--- config.mk ---
export PLATFORM = sky130hd
export DESIGN_NAME = peep_valve_time_stepper_top_flat
export DESIGN_NICKNAME = d
export VERILOG_FILES = /design/src/rtl/pvts_pkg.sv /design/src/rtl/pvts_if.sv /design/src/rtl/peep_valve_time_stepper_top.sv /design/src/flat_wrapper.sv
export SDC_FILE = /design/constraint.sdc
export NUM_CORES = 1
export LEC_CHECK = 0
export BUFFER_PORTS_ARGS = -buffer_cell sky130_fd_sc_hd__buf_2
export CAP_MARGIN = 10
export CORE_ASPECT_RATIO = 1.2
export CORE_MARGIN = 10
export CORE_UTILIZATION = 50
export DETAILED_ROUTE_END_ITERATION = 7
export PLACE_DENSITY = 0.78
export SLEW_MARGIN = 20
export SYNTH_ARGS = -nofsm -noshare
export SYNTH_HDL_FRONTEND = slang
export SYNTH_SLANG_ARGS = --single-unit
--- constraint.sdc ---
create_clock -name clk -period 9.85 [get_ports clk]
set_input_delay 1.4775 -clock clk [delete_from_list [all_inputs] [get_ports clk]]
set_output_delay 1.4775 -clock clk [all_outputs]
set_load 0.05 [all_outputs]
--- src/rtl/pvts_pkg.sv ---
// shared widths, register indexes and step constants for the peep valve time stepper
`default_nettype none

package pvts_pkg;

    localparam int PRES_W = 8;
    localparam int TIME_W = 16;
    localparam int CFG_IDX_W = 2;
    localparam int CFG_DATA_W = 8;
    localparam int CNT_W = 2;

    localparam logic [CFG_IDX_W-1:0] REG_TARGET_PEEP = 2'd0;
    localparam logic [CFG_IDX_W-1:0] REG_BREATH_RATE = 2'd1;
    localparam logic [CFG_IDX_W-1:0] REG_OFFSET_START = 2'd2;

    localparam logic [PRES_W-1:0] TARGET_RESET = 8'd5;
    localparam logic [PRES_W-1:0] RATE_RESET = 8'd15;
    localparam logic [PRES_W-1:0] OFFSET_RESET = 8'd3;

    localparam logic [PRES_W-1:0] HIGH_RATE = 8'd30;
    localparam logic [TIME_W-1:0] TIME_LIMIT = 16'd700;
    localparam logic [TIME_W-1:0] TIME_FLOOR = 16'd1;
    localparam logic [PRES_W-1:0] OFFSET_FLOOR = 8'd3;
    localparam logic [PRES_W-1:0] OFFSET_MAX = 8'd255;

    localparam logic [TIME_W-1:0] STEP_BIG_UP = 16'd100;
    localparam logic [TIME_W-1:0] STEP_MID_UP = 16'd40;
    localparam logic [TIME_W-1:0] STEP_SMALL = 16'd10;
    localparam logic [TIME_W-1:0] STEP_MID_DOWN = 16'd30;
    localparam logic [TIME_W-1:0] STEP_BIG_DOWN = 16'd50;

    localparam logic [PRES_W+1:0] BAND_WIDE = 10'd8;
    localparam logic [PRES_W+1:0] BAND_NARROW = 10'd2;

    // a hit counter acts on the third hit
    localparam logic [CNT_W-1:0] CNT_LAST = 2'd2;

endpackage

`default_nettype wire

--- src/rtl/pvts_if.sv ---
// valid/ready channel interfaces for samples, results and configuration writes
`default_nettype none

interface pvts_sample_if;
    import pvts_pkg::*;
    logic              valid;
    logic              ready;
    logic [PRES_W-1:0] measured_peep;
    logic [PRES_W-1:0] peak_peep;
    logic [TIME_W-1:0] inspire_ms;
    logic [TIME_W-1:0] open_time_in;

    modport source (output valid, measured_peep, peak_peep, inspire_ms, open_time_in,
                    input ready);
    modport sink (input valid, measured_peep, peak_peep, inspire_ms, open_time_in,
                  output ready);
endinterface

interface pvts_result_if;
    import pvts_pkg::*;
    logic              valid;
    logic              ready;
    logic [TIME_W-1:0] open_time;
    logic [PRES_W-1:0] peep_offset;

    modport source (output valid, open_time, peep_offset, input ready);
    modport sink (input valid, open_time, peep_offset, output ready);
endinterface

interface pvts_cfg_if;
    import pvts_pkg::*;
    logic                  valid;
    logic                  ready;
    logic [CFG_IDX_W-1:0]  index;
    logic [CFG_DATA_W-1:0] data;

    modport source (output valid, index, data, input ready);
    modport sink (input valid, index, data, output ready);
endinterface

`default_nettype wire

--- src/rtl/peep_valve_time_stepper_top.sv ---
// Peep valve time stepper: one sample per cycle in while results drain, one result per
// sample out. A sample is taken into an input register, and the band decision, hit
// counting, clamping and offset update happen in the single pass from that register into
// the result register, so a new sample may be accepted every cycle unless the result
// register is stalled; each item reads and writes the offset and hit counters as it moves
// into the result register. Configuration writes are always taken; writing the offset
// start register also loads the offset at once.
`default_nettype none

module peep_valve_time_stepper_top (
    input  wire logic     clk,
    input  wire logic     rst_n,
    pvts_cfg_if.sink      cfg,
    pvts_sample_if.sink   sample,
    pvts_result_if.source result
);
    import pvts_pkg::*;

    // configuration and state
    logic [PRES_W-1:0] target_reg;
    logic [PRES_W-1:0] rate_reg;
    logic [PRES_W-1:0] offset_reg, offset_next;
    logic [CNT_W-1:0]  fast_up_cnt_reg, fast_up_cnt_next;
    logic [CNT_W-1:0]  fast_down_cnt_reg, fast_down_cnt_next;

    // input register
    logic              s1_valid_reg;
    logic [PRES_W-1:0] s1_achieved_reg;
    logic [PRES_W-1:0] s1_peak_reg;
    logic [TIME_W-1:0] s1_inspire_reg;
    logic [TIME_W-1:0] s1_time_reg;

    // result register
    logic              out_valid_reg;
    logic [TIME_W-1:0] out_time_reg, out_time_next;
    logic [PRES_W-1:0] out_offset_reg;

    logic advance;
    logic take;
    logic cfg_wr;

    logic              high;
    logic [PRES_W-1:0] meas;
    logic [PRES_W+1:0] a_ext;
    logic [PRES_W+1:0] p_ext;
    logic              up_hit;
    logic              down_hit;
    logic              zero_hit;
    logic [TIME_W-1:0] up_step;
    logic [TIME_W-1:0] down_step;
    logic              acts;
    logic [TIME_W:0]   sum;
    logic              clamp;
    logic [TIME_W-1:0] diff;
    logic              floor_hit;
    logic [PRES_W-1:0] off_tmp;

    assign advance = s1_valid_reg && (!out_valid_reg || result.ready);
    assign take = sample.valid && sample.ready;
    assign cfg_wr = cfg.valid && cfg.ready;

    assign sample.ready = !s1_valid_reg || advance;
    assign cfg.ready = 1'b1;

    assign result.valid = out_valid_reg;
    assign result.open_time = out_time_reg;
    assign result.peep_offset = out_offset_reg;

    always_comb
    begin
        high = rate_reg >= HIGH_RATE;
        meas = (high && (s1_inspire_reg <= TIME_LIMIT)) ? s1_peak_reg : s1_achieved_reg;
        a_ext = {2'b00, meas};
        p_ext = {2'b00, target_reg};

        up_hit = 1'b0;
        down_hit = 1'b0;
        zero_hit = 1'b0;
        up_step = STEP_SMALL;
        down_step = STEP_SMALL;
        // lower bands written as a + k < p so no signed range is needed
        if (a_ext > p_ext + BAND_WIDE)
        begin
            up_hit = 1'b1;
            up_step = STEP_BIG_UP;
        end
        else if (a_ext > p_ext + BAND_NARROW)
        begin
            up_hit = 1'b1;
            up_step = STEP_MID_UP;
        end
        else if (a_ext > p_ext)
        begin
            up_hit = 1'b1;
        end
        else if (meas == '0)
        begin
            zero_hit = 1'b1;
        end
        else if (a_ext + BAND_WIDE < p_ext)
        begin
            down_hit = 1'b1;
            down_step = STEP_BIG_DOWN;
        end
        else if (a_ext + BAND_NARROW < p_ext)
        begin
            down_hit = 1'b1;
            down_step = STEP_MID_DOWN;
        end
        else if (a_ext < p_ext)
        begin
            down_hit = 1'b1;
        end

        fast_up_cnt_next = fast_up_cnt_reg;
        fast_down_cnt_next = fast_down_cnt_reg;
        acts = 1'b0;
        if (up_hit)
        begin
            if (!high)
            begin
                acts = 1'b1;
            end
            else if (fast_up_cnt_reg == CNT_LAST)
            begin
                acts = 1'b1;
                fast_up_cnt_next = '0;
            end
            else
            begin
                fast_up_cnt_next = fast_up_cnt_reg + 1'b1;
            end
        end
        else if (down_hit || zero_hit)
        begin
            if (!high)
            begin
                acts = 1'b1;
            end
            else if (fast_down_cnt_reg == CNT_LAST)
            begin
                acts = 1'b1;
                fast_down_cnt_next = '0;
            end
            else
            begin
                fast_down_cnt_next = fast_down_cnt_reg + 1'b1;
            end
        end

        sum = {1'b0, s1_time_reg} + {1'b0, up_step};
        clamp = high ? (sum > {1'b0, TIME_LIMIT}) : (sum >= {1'b0, TIME_LIMIT});
        diff = s1_time_reg - down_step;
        floor_hit = (diff == '0) || (diff > TIME_LIMIT);

        out_time_next = s1_time_reg;
        off_tmp = offset_reg;
        if (up_hit)
        begin
            if (acts)
            begin
                if (clamp)
                begin
                    out_time_next = TIME_LIMIT;
                    if (offset_reg != '0)
                    begin
                        off_tmp = offset_reg - 1'b1;
                    end
                end
                else
                begin
                    out_time_next = sum[TIME_W-1:0];
                end
            end
            if (off_tmp <= OFFSET_FLOOR)
            begin
                off_tmp = OFFSET_FLOOR;
            end
        end
        else if (acts)
        begin
            out_time_next = floor_hit ? TIME_FLOOR : diff;
            // a zero reading raises the offset unless it is at its maximum, other down bands only on the floor
            if ((zero_hit || floor_hit) && (offset_reg != OFFSET_MAX))
            begin
                off_tmp = offset_reg + 1'b1;
            end
        end
        offset_next = off_tmp;
    end

    always_ff @(posedge clk or negedge rst_n)
    begin
        if (!rst_n)
        begin
            target_reg <= TARGET_RESET;
            rate_reg <= RATE_RESET;
            offset_reg <= OFFSET_RESET;
            fast_up_cnt_reg <= '0;
            fast_down_cnt_reg <= '0;
            s1_valid_reg <= 1'b0;
            out_valid_reg <= 1'b0;
        end
        else
        begin
            if (cfg_wr)
            begin
                case (cfg.index)
                    REG_TARGET_PEEP:  target_reg <= cfg.data;
                    REG_BREATH_RATE:  rate_reg <= cfg.data;
                    REG_OFFSET_START: offset_reg <= cfg.data;
                    default:          ;
                endcase
            end
            else if (advance)
            begin
                offset_reg <= offset_next;
            end

            if (advance)
            begin
                fast_up_cnt_reg <= fast_up_cnt_next;
                fast_down_cnt_reg <= fast_down_cnt_next;
            end

            if (take)
            begin
                s1_valid_reg <= 1'b1;
            end
            else if (advance)
            begin
                s1_valid_reg <= 1'b0;
            end

            if (advance)
            begin
                out_valid_reg <= 1'b1;
            end
            else if (result.ready)
            begin
                out_valid_reg <= 1'b0;
            end
        end
    end

    always_ff @(posedge clk)
    begin
        if (take)
        begin
            s1_achieved_reg <= sample.measured_peep;
            s1_peak_reg <= sample.peak_peep;
            s1_inspire_reg <= sample.inspire_ms;
            s1_time_reg <= sample.open_time_in;
        end
        if (advance)
        begin
            out_time_reg <= out_time_next;
            out_offset_reg <= offset_next;
        end
    end

    // hit counters wrap on the third hit and never hold three
    assert property (@(posedge clk) disable iff (!rst_n)
        (fast_up_cnt_reg != 2'd3) && (fast_down_cnt_reg != 2'd3))
    else $error("hit counter out of range");

    // a pending item that cannot move stays in the input register
    assert property (@(posedge clk) disable iff (!rst_n)
        (s1_valid_reg && !advance) |=> s1_valid_reg)
    else $error("input register lost an item");

    // a result taken while an item waits is replaced by that item
    assert property (@(posedge clk) disable iff (!rst_n)
        (out_valid_reg && result.ready && s1_valid_reg) |=> out_valid_reg)
    else $error("result register emptied with an item waiting");

    // an item in an upward band leaves the offset at or above its floor
    assert property (@(posedge clk) disable iff (!rst_n)
        (advance && up_hit && !cfg_wr) |=> (offset_reg >= OFFSET_FLOOR))
    else $error("offset below floor after upward step");

endmodule

`default_nettype wire

--- src/flat_wrapper.sv ---
// flat-port wrapper written by rule: the top's interface ports become plain ports
module peep_valve_time_stepper_top_flat import pvts_pkg::*;
  (clk, rst_n, cfg_valid, cfg_index, cfg_data, cfg_ready, sample_valid, sample_measured_peep, sample_peak_peep, sample_inspire_ms, sample_open_time_in, sample_ready, result_valid, result_open_time, result_peep_offset, result_ready);
  pvts_cfg_if cfg_i ();
  pvts_sample_if sample_i ();
  pvts_result_if result_i ();
  input  wire logic clk;
  input  wire logic rst_n;
  input wire logic [$bits(cfg_i.valid)-1:0] cfg_valid;
  input wire logic [$bits(cfg_i.index)-1:0] cfg_index;
  input wire logic [$bits(cfg_i.data)-1:0] cfg_data;
  output wire logic [$bits(cfg_i.ready)-1:0] cfg_ready;
  input wire logic [$bits(sample_i.valid)-1:0] sample_valid;
  input wire logic [$bits(sample_i.measured_peep)-1:0] sample_measured_peep;
  input wire logic [$bits(sample_i.peak_peep)-1:0] sample_peak_peep;
  input wire logic [$bits(sample_i.inspire_ms)-1:0] sample_inspire_ms;
  input wire logic [$bits(sample_i.open_time_in)-1:0] sample_open_time_in;
  output wire logic [$bits(sample_i.ready)-1:0] sample_ready;
  output wire logic [$bits(result_i.valid)-1:0] result_valid;
  output wire logic [$bits(result_i.open_time)-1:0] result_open_time;
  output wire logic [$bits(result_i.peep_offset)-1:0] result_peep_offset;
  input wire logic [$bits(result_i.ready)-1:0] result_ready;
  assign cfg_i.valid = cfg_valid;
  assign cfg_i.index = cfg_index;
  assign cfg_i.data = cfg_data;
  assign cfg_ready = cfg_i.ready;
  assign sample_i.valid = sample_valid;
  assign sample_i.measured_peep = sample_measured_peep;
  assign sample_i.peak_peep = sample_peak_peep;
  assign sample_i.inspire_ms = sample_inspire_ms;
  assign sample_i.open_time_in = sample_open_time_in;
  assign sample_ready = sample_i.ready;
  assign result_valid = result_i.valid;
  assign result_open_time = result_i.open_time;
  assign result_peep_offset = result_i.peep_offset;
  assign result_i.ready = result_ready;
  peep_valve_time_stepper_top u_core (.clk(clk), .rst_n(rst_n), .cfg(cfg_i), .sample(sample_i), .result(result_i));
endmodule
==> results of run 1 <==
[area by class of cell]
cell class	instances	area [um^2]	area share, %
clock buffers	9	225	2.85
clock inverters	7	70.1	0.886
inverters	36	135	1.71
multi-input cells	543	3900	49.4
flip-flops and latches	101	2900	36.6
well taps	171	214	2.71
repair buffers	91	463	5.86
[worst max path at each step]
stage | from | endpoint | slack, ps
final | u_core.rate_reg[1] | u_core.result.peep_offset[4] | 1810
after floorplan | u_core.rate_reg[1] | u_core.result.peep_offset[4] | 2900
after global placement | u_core.s1_inspire_reg[15] | u_core.result.peep_offset[4] | 2160
after CTS | u_core.s1_inspire_reg[15] | u_core.result.peep_offset[4] | 1860
after global routing | u_core.rate_reg[1] | u_core.result.peep_offset[4] | 1150
after detailed placement | u_core.s1_inspire_reg[15] | u_core.result.peep_offset[4] | 1860
[per-layer routing]
| metal | part of all wire [%] | wire length (um) |
|---|---|---|
| met2 | 48 | 8260 |
| met4 | 3.0 | 517 |
| met5 | 0 | 0 |
| met3 | 6.5 | 1110 |
| met1 | 43 | 7320 |
[synth_stat cells, types with 13 or more instances]
cell type,count
a21o_1,14
a21oi_1,35
and3_1,18
clkbuf_1,14
dfrtp_1,22
edfxtp_1,72
ha_1,45
inv_1,35
nand2_1,79
nand3_1,13
nor2_1,45
nor3_1,18
o21ai_0,38
xnor2_1,30
[cell usage in the layout, fill, tap and decap left out, types with 5 or more instances in the layout]
cell type	count
a211oi_1	6
a21o_1	14
a21oi_1	35
a31oi_1	7
and2_1	10
and3_1	18
and4b_1	5
buf_2	88
clkbuf_16	9
dfrtp_1	22
dfstp_2	7
edfxtp_1	72
ha_1	45
inv_1	35
mux2_2	12
mux2i_1	12
nand2_1	79
nand2b_1	9
nand3_1	13
nand4_1	10
nor2_1	45
nor3_1	18
nor4_1	7
o211ai_1	5
o21a_1	6
o21ai_0	38
o21ai_1	6
o31ai_1	5
xnor2_1	30
xor2_1	10
[logic make-up after synthesis]
kind of cell             synth area share [%]
AND/OR/NAND/NOR                          20.5
AO/OA/AOI/OAI                            17.2
flip-flops                               41.2
buffers and inverters                    3.42
adder cells (fa/ha/maj)                  8.58
XOR/XNOR                                 4.98
multiplexers                             4.06
other                                  0.0533
[report_power, final]
group / leakage (nW) / internal [mW] / switching, mW / total, mW
Sequential: 1.03 / 0.558 / 0.0694 / 0.627
Combinational: 2.04 / 0.293 / 0.522 / 0.815
Clock: 0.143 / 0.180 / 0.177 / 0.357
[critical path: cells and delay by family, from the launching register on]
kind / cells / cell delay [ps]
AO/OA/AOI/OAI: 9 / 1890
XOR/XNOR: 1 / 130
adder cells (fa/ha/maj): 2 / 780
buffers and inverters: 3 / 510
flip-flops: 1 / 540
multiplexers: 2 / 630
AND/OR/NAND/NOR: 14 / 3310
==> impl_metrics.toml, run 1 <==
[setup_path]
slowest_delay_ps = 540
cp.required_ps = 9970
crit_path_start_kind = "flop"
r2r_setup_slack_ps = 1810
critPathCaptureType = "flop"
worstSetupPathType = "reg -> reg"
worst_ep_arrival_time_ps = 8160
r2r_start = "u_core.rate_reg[1]"
crit_fanout = 21
slowest_stage = "dfstp_2"
r2r_end = "u_core.result.peep_offset[4]"
worstRegToRegCells = 31

[power]
leakagePower_nw = 3.22
peakVddDrop_mv = 0.151
power_mw = 1.80
power_density_nw_per_um2 = 228

[timing]
period_minus_slack_ps = 8040
fin_skew_ps = 10.1
relSlewSlack_pct = 30.8
tightest_slew_ps = 1040
period_share_pct = 81.7
finalSetupViolations = 0
fmaxAchievable_mhz = 124
final_hold_viol_count = 0
setup_tns_ps = 0
drv_slew = 0
rsz0062_at_grt = "false"
holdWs_ps = 481
finalWorstSetupSlack_ps = 1810

[clock_tree]
htreeDepth = 3
cts.sink_count = 101
clkLatencyLatePin_ps = 370
postCtsResizedCells = 0
path_clk_slew_ps = 80
holdBufCountCts = 0
cts-root-buf = "clkbuf_16"
cts_tree = "built"
cts_setup_buffers = 0
numCtsBuffers = 9
cts_buffer_depth = 2

[drt]
drc_errors = 0
avgViaCountPerCell = 5.97
drt-total-wl_um = 17200
dr.pass1.iters = 5
avgRoutedWirePerCell_um = 18.0
dr.first_iter.drc_count = 546
num_vias = 5716
postRouteAntennaNets = 0

[layout]
finalNonFillerCells = 958
syn_to_final_growth_pct = 12.4
utilization_pct = 57.2
n_antenna_cell = 0
n_fill_cell = 1149
fin_nets = 892
drive_above_1_share_pct = 20.3
final_area_um2 = 7910

[global_route]
grtUsageTotal_pct = 18.3
grt_pass1_vias = 5723
grt_max_degree = 49
grt-busiest-layer = "met2"
grt_pass1_wl_um = 28600
grt_util_met1_pct = 22.7
grt-ovfl-total = 0
antenna_found_initial = 0
met3_usage_pct = 3.79
grt_use_met2_pct = 29.9

[synthesis]
synth_edf_count = 72
synthCells = 703
synth_ff_type = "edfxtp_1"
ys.warnings.count = 0
avgSynthCellArea_um2 = 10.0
syn_area_um2 = 7030
async_flop_share_pct = 28.7
yosysTopAreaCell = "edfxtp_1"
synth_top_area_share_pct = 30.8
synth_cell_types = 92
syn_nets = 813
synth-seq-cells = 101
yosys-top-cells-area = "edfxtp_1 (31%), ha_1 (8.0%), dfrtp_1 (7.8%)"
seq_area_frac_synth_pct = 41.2

[floorplan]
core_area_um2 = 13800
pin_count = 90
die_area_um2 = 19200
start_util_pct = 50.9
die_w_um = 128
die_h_um = 150
placementRows = 47

[place]
dpl_worst_slack_ps = 1860
portBuffers = 88
dp_cells = 942
gp_congestion = 0.981
dp_hpwl_um = 13600
dpl-instance-area_um2 = 7610

[hold_path]
holdCritPathClass = "reg -> reg"
whs_path_depth = 1
min_from = "u_core.s1_valid_reg"
min_delay_worst_endpoint = "u_core.result.valid"

[status]
status = "finished, final reports clean"

[flow_run]
maxCapViolCount = 0
(Power assumes the default switching activity.)
==> inputs of run 2 (changes only) <==
--- a/config.mk
+++ b/config.mk
@@ -5,13 +5,14 @@
 export SDC_FILE = /design/constraint.sdc
 export NUM_CORES = 1
 export LEC_CHECK = 0
+export ABC_AREA = 1
 export BUFFER_PORTS_ARGS = -buffer_cell sky130_fd_sc_hd__buf_2
 export CAP_MARGIN = 10
 export CORE_ASPECT_RATIO = 1.2
 export CORE_MARGIN = 10
 export CORE_UTILIZATION = 50
 export DETAILED_ROUTE_END_ITERATION = 7
-export PLACE_DENSITY = 0.78
+export PLACE_DENSITY = 0.81
 export SLEW_MARGIN = 20
 export SYNTH_ARGS = -nofsm -noshare
 export SYNTH_HDL_FRONTEND = slang
==> constraint.sdc (replaced) <==
create_clock -name clk -period 7.1 [get_ports clk]
set_input_delay 1.065 -clock clk [delete_from_list [all_inputs] [get_ports clk]]
set_output_delay 1.065 -clock clk [all_outputs]
set_load 0.05 [all_outputs]
==> run 2 against run 1 <==
Net effect:
- global-route usage decreased by 0.65 points
- register-to-register slack got worse by 960 ps
- critical endpoint is now u_core.result.peep_offset[1]
- non-clock buffer count decreased by 3
- power rose by 42%
- combinational power grew 36%
- count of clock-buffer cells in the layout stayed put
- design area up 0.38%
- worst setup slack worse by 960 ps
- core utilization up 0.46 points
- clock skew hardly changed
==> impl_metrics.toml, run 2 <==
[status]
status = "finished, final reports clean"

[drt]
dr.pass1.iters = 5
drc_errors = 0
avgRoutedWirePerCell_um = 14.9
avgViaCountPerCell = 5.39
postRouteAntennaNets = 0
drt-total-wl_um = 17000
dr.first_iter.drc_count = 368
num_vias = 6151

[clock_tree]
cts-root-buf = "clkbuf_16"
numCtsBuffers = 9
cts_setup_buffers = 0
htreeDepth = 3
cts_buffer_depth = 2
clkLatencyLatePin_ps = 360
cts.sink_count = 101
postCtsResizedCells = 0
cts_tree = "built"
holdBufCountCts = 0
path_clk_slew_ps = 80

[global_route]
grt_max_degree = 49
antenna_found_initial = 0
grt-ovfl-total = 0
grt_pass1_vias = 5884
grt_pass1_wl_um = 27600
grtUsageTotal_pct = 17.7

[synthesis]
avgSynthCellArea_um2 = 7.95
synthCells = 883
synth_cell_types = 50
syn_area_um2 = 7020
ys.warnings.count = 0
synth-seq-cells = 101
synth_common_cells = "nand2_1 (228), inv_1 (118), nor2_1 (77), edfxtp_1 (72), nand3_1 (70)"
yosys-top-cells-area = "edfxtp_1 (31%), nand2_1 (12%), ha_1 (8.0%)"
yosysTopAreaCell = "edfxtp_1"
synth_top_area_share_pct = 30.8
seq_area_frac_synth_pct = 41.3
async_flop_share_pct = 28.7
synth_edf_count = 72
synth_ff_type = "edfxtp_1"
syn_nets = 993
yosysMostFrequentCell = "nand2_1"

[place]
dpl-instance-area_um2 = 7580
gp_congestion = 0.931
dp_cells = 1125
dp_hpwl_um = 13200
portBuffers = 88

[power]
net-switching-power_mw = 1.11
leakagePower_nw = 3.91
switching_share_pct = 43.4
p_int_mw = 1.44
clock_power_share_pct = 22.1
power_frac_comb_pct = 43.6
peakVddDrop_mv = 0.290
power_mw = 2.55
p_seq_share_pct = 34.3
power_density_nw_per_um2 = 322

[setup_path]
critPathCaptureType = "flop"
worstSetupPathType = "reg -> reg"
slowest_stage = "dfstp_2"
slowest_delay_ps = 540
crit_path_start_kind = "flop"
worstRegToRegCells = 37
worst_ep_arrival_time_ps = 6380
cp_common_cell = "nand2_1"
cp.required_ps = 7230
crit_fanout = 11

[timing]
period_share_pct = 88.1
rsz0062_at_grt = "false"
setup_tns_ps = 0
relSlewSlack_pct = 29.5
fmaxAchievable_mhz = 160
final_hold_viol_count = 0
fin_skew_ps = 9.76
drv_slew = 0
tightest_slew_ps = 1050
finalSetupViolations = 0
period_minus_slack_ps = 6250

[floorplan]
die_area_um2 = 19200
placementRows = 47
die_w_um = 128
core_area_um2 = 13800
pin_count = 90
start_util_pct = 51.0
die_h_um = 150

[layout]
fin_nets = 1075
syn_to_final_growth_pct = 13.1
layout_common_cells = "nand2_1 (228), inv_1 (116), buf_2 (88)"
finalNonFillerCells = 1141
n_antenna_cell = 0
final_area_um2 = 7940
final_common_cell = "nand2_1"
drive_above_1_share_pct = 16.6

[hold_path]
whs_path_depth = 2
holdCritPathClass = "reg -> reg"

[flow_run]
maxCapViolCount = 0
-- run 2: path summary, 6_finish.rpt --
kind / end / slack [ps] / from
min in group asynchronous: u_core.offset_reg[6] / 730 / rst_n
setup reg to reg: u_core.result.peep_offset[1] / 850 / u_core.rate_reg[1]
hold / removal: u_core.rate_reg[7] / 500 / u_core.rate_reg[7]
hold reg to reg: u_core.rate_reg[7] / 500 / u_core.rate_reg[7]
max in group asynchronous: u_core.target_reg[5] / 5930 / rst_n
setup / recovery: u_core.result.peep_offset[1] / 850 / u_core.rate_reg[1]
-- run 2: per-stage QoR --
stage / hold slack [ps] / utilization, % / setup slack (ps)
final: 496 / 57.7 / 846
after global routing: 508 / 57.7 / 87.7
after CTS: 495 / 57.6 / 786
after detailed placement: 476 / 55.1 / 801
after global placement: 467 / 55.1 / 963
after floorplan: 453 / - / 1500
-- run 2: cell type report --
| cell class | instances | area [um^2] |
|---|---|---|
| fill | 1262 | 5830 |
| multi-input combinational | 641 | 3570 |
| sequential | 101 | 2900 |
| inverter | 124 | 467 |
| timing repair buffer | 88 | 440 |
| clock buffer | 9 | 225 |
| tap | 171 | 214 |
| clock inverter | 7 | 126 |
-- run 2: critical path: cells and delay by family (launching register included) --
kind	cells	cell delay (ps)
AND/OR/NAND/NOR	26	3600
adder cells (fa/ha/maj)	3	1000
flip-flops	1	540
AO/OA/AOI/OAI	4	500
buffers and inverters	3	220
XOR/XNOR	1	150
-- run 2: kinds of logic after synthesis --
| kind of cell | share of synthesized area, % |
|---|---|
| AND/OR/NAND/NOR | 29.2 |
| other | 0.0534 |
| buffers and inverters | 8.02 |
| flip-flops | 41.3 |
| adder cells (fa/ha/maj) | 8.59 |
| XOR/XNOR | 3.74 |
| AO/OA/AOI/OAI | 9.09 |
-- run 2: layer usage --
metal | wire length [um] | share of wire, % | global-route usage [%]
met1 | 7180 | 42 | 20.8
met2 | 8480 | 50 | 30.4
met3 | 789 | 4.7 | 3.01
met4 | 519 | 3.1 | 8.74
met5 | 0 | 0 | 0
-- run 2: power by group through the flow --
stage                     Sequential (mW)  Clock, mW  Combinational, mW
after floorplan                      1.01          0              0.723
after global placement              0.883          0               1.08
after detailed placement            0.883          0               1.10
after CTS                           0.874      0.572               1.11
after global routing                0.889      0.599               1.24
final                               0.875      0.565               1.11
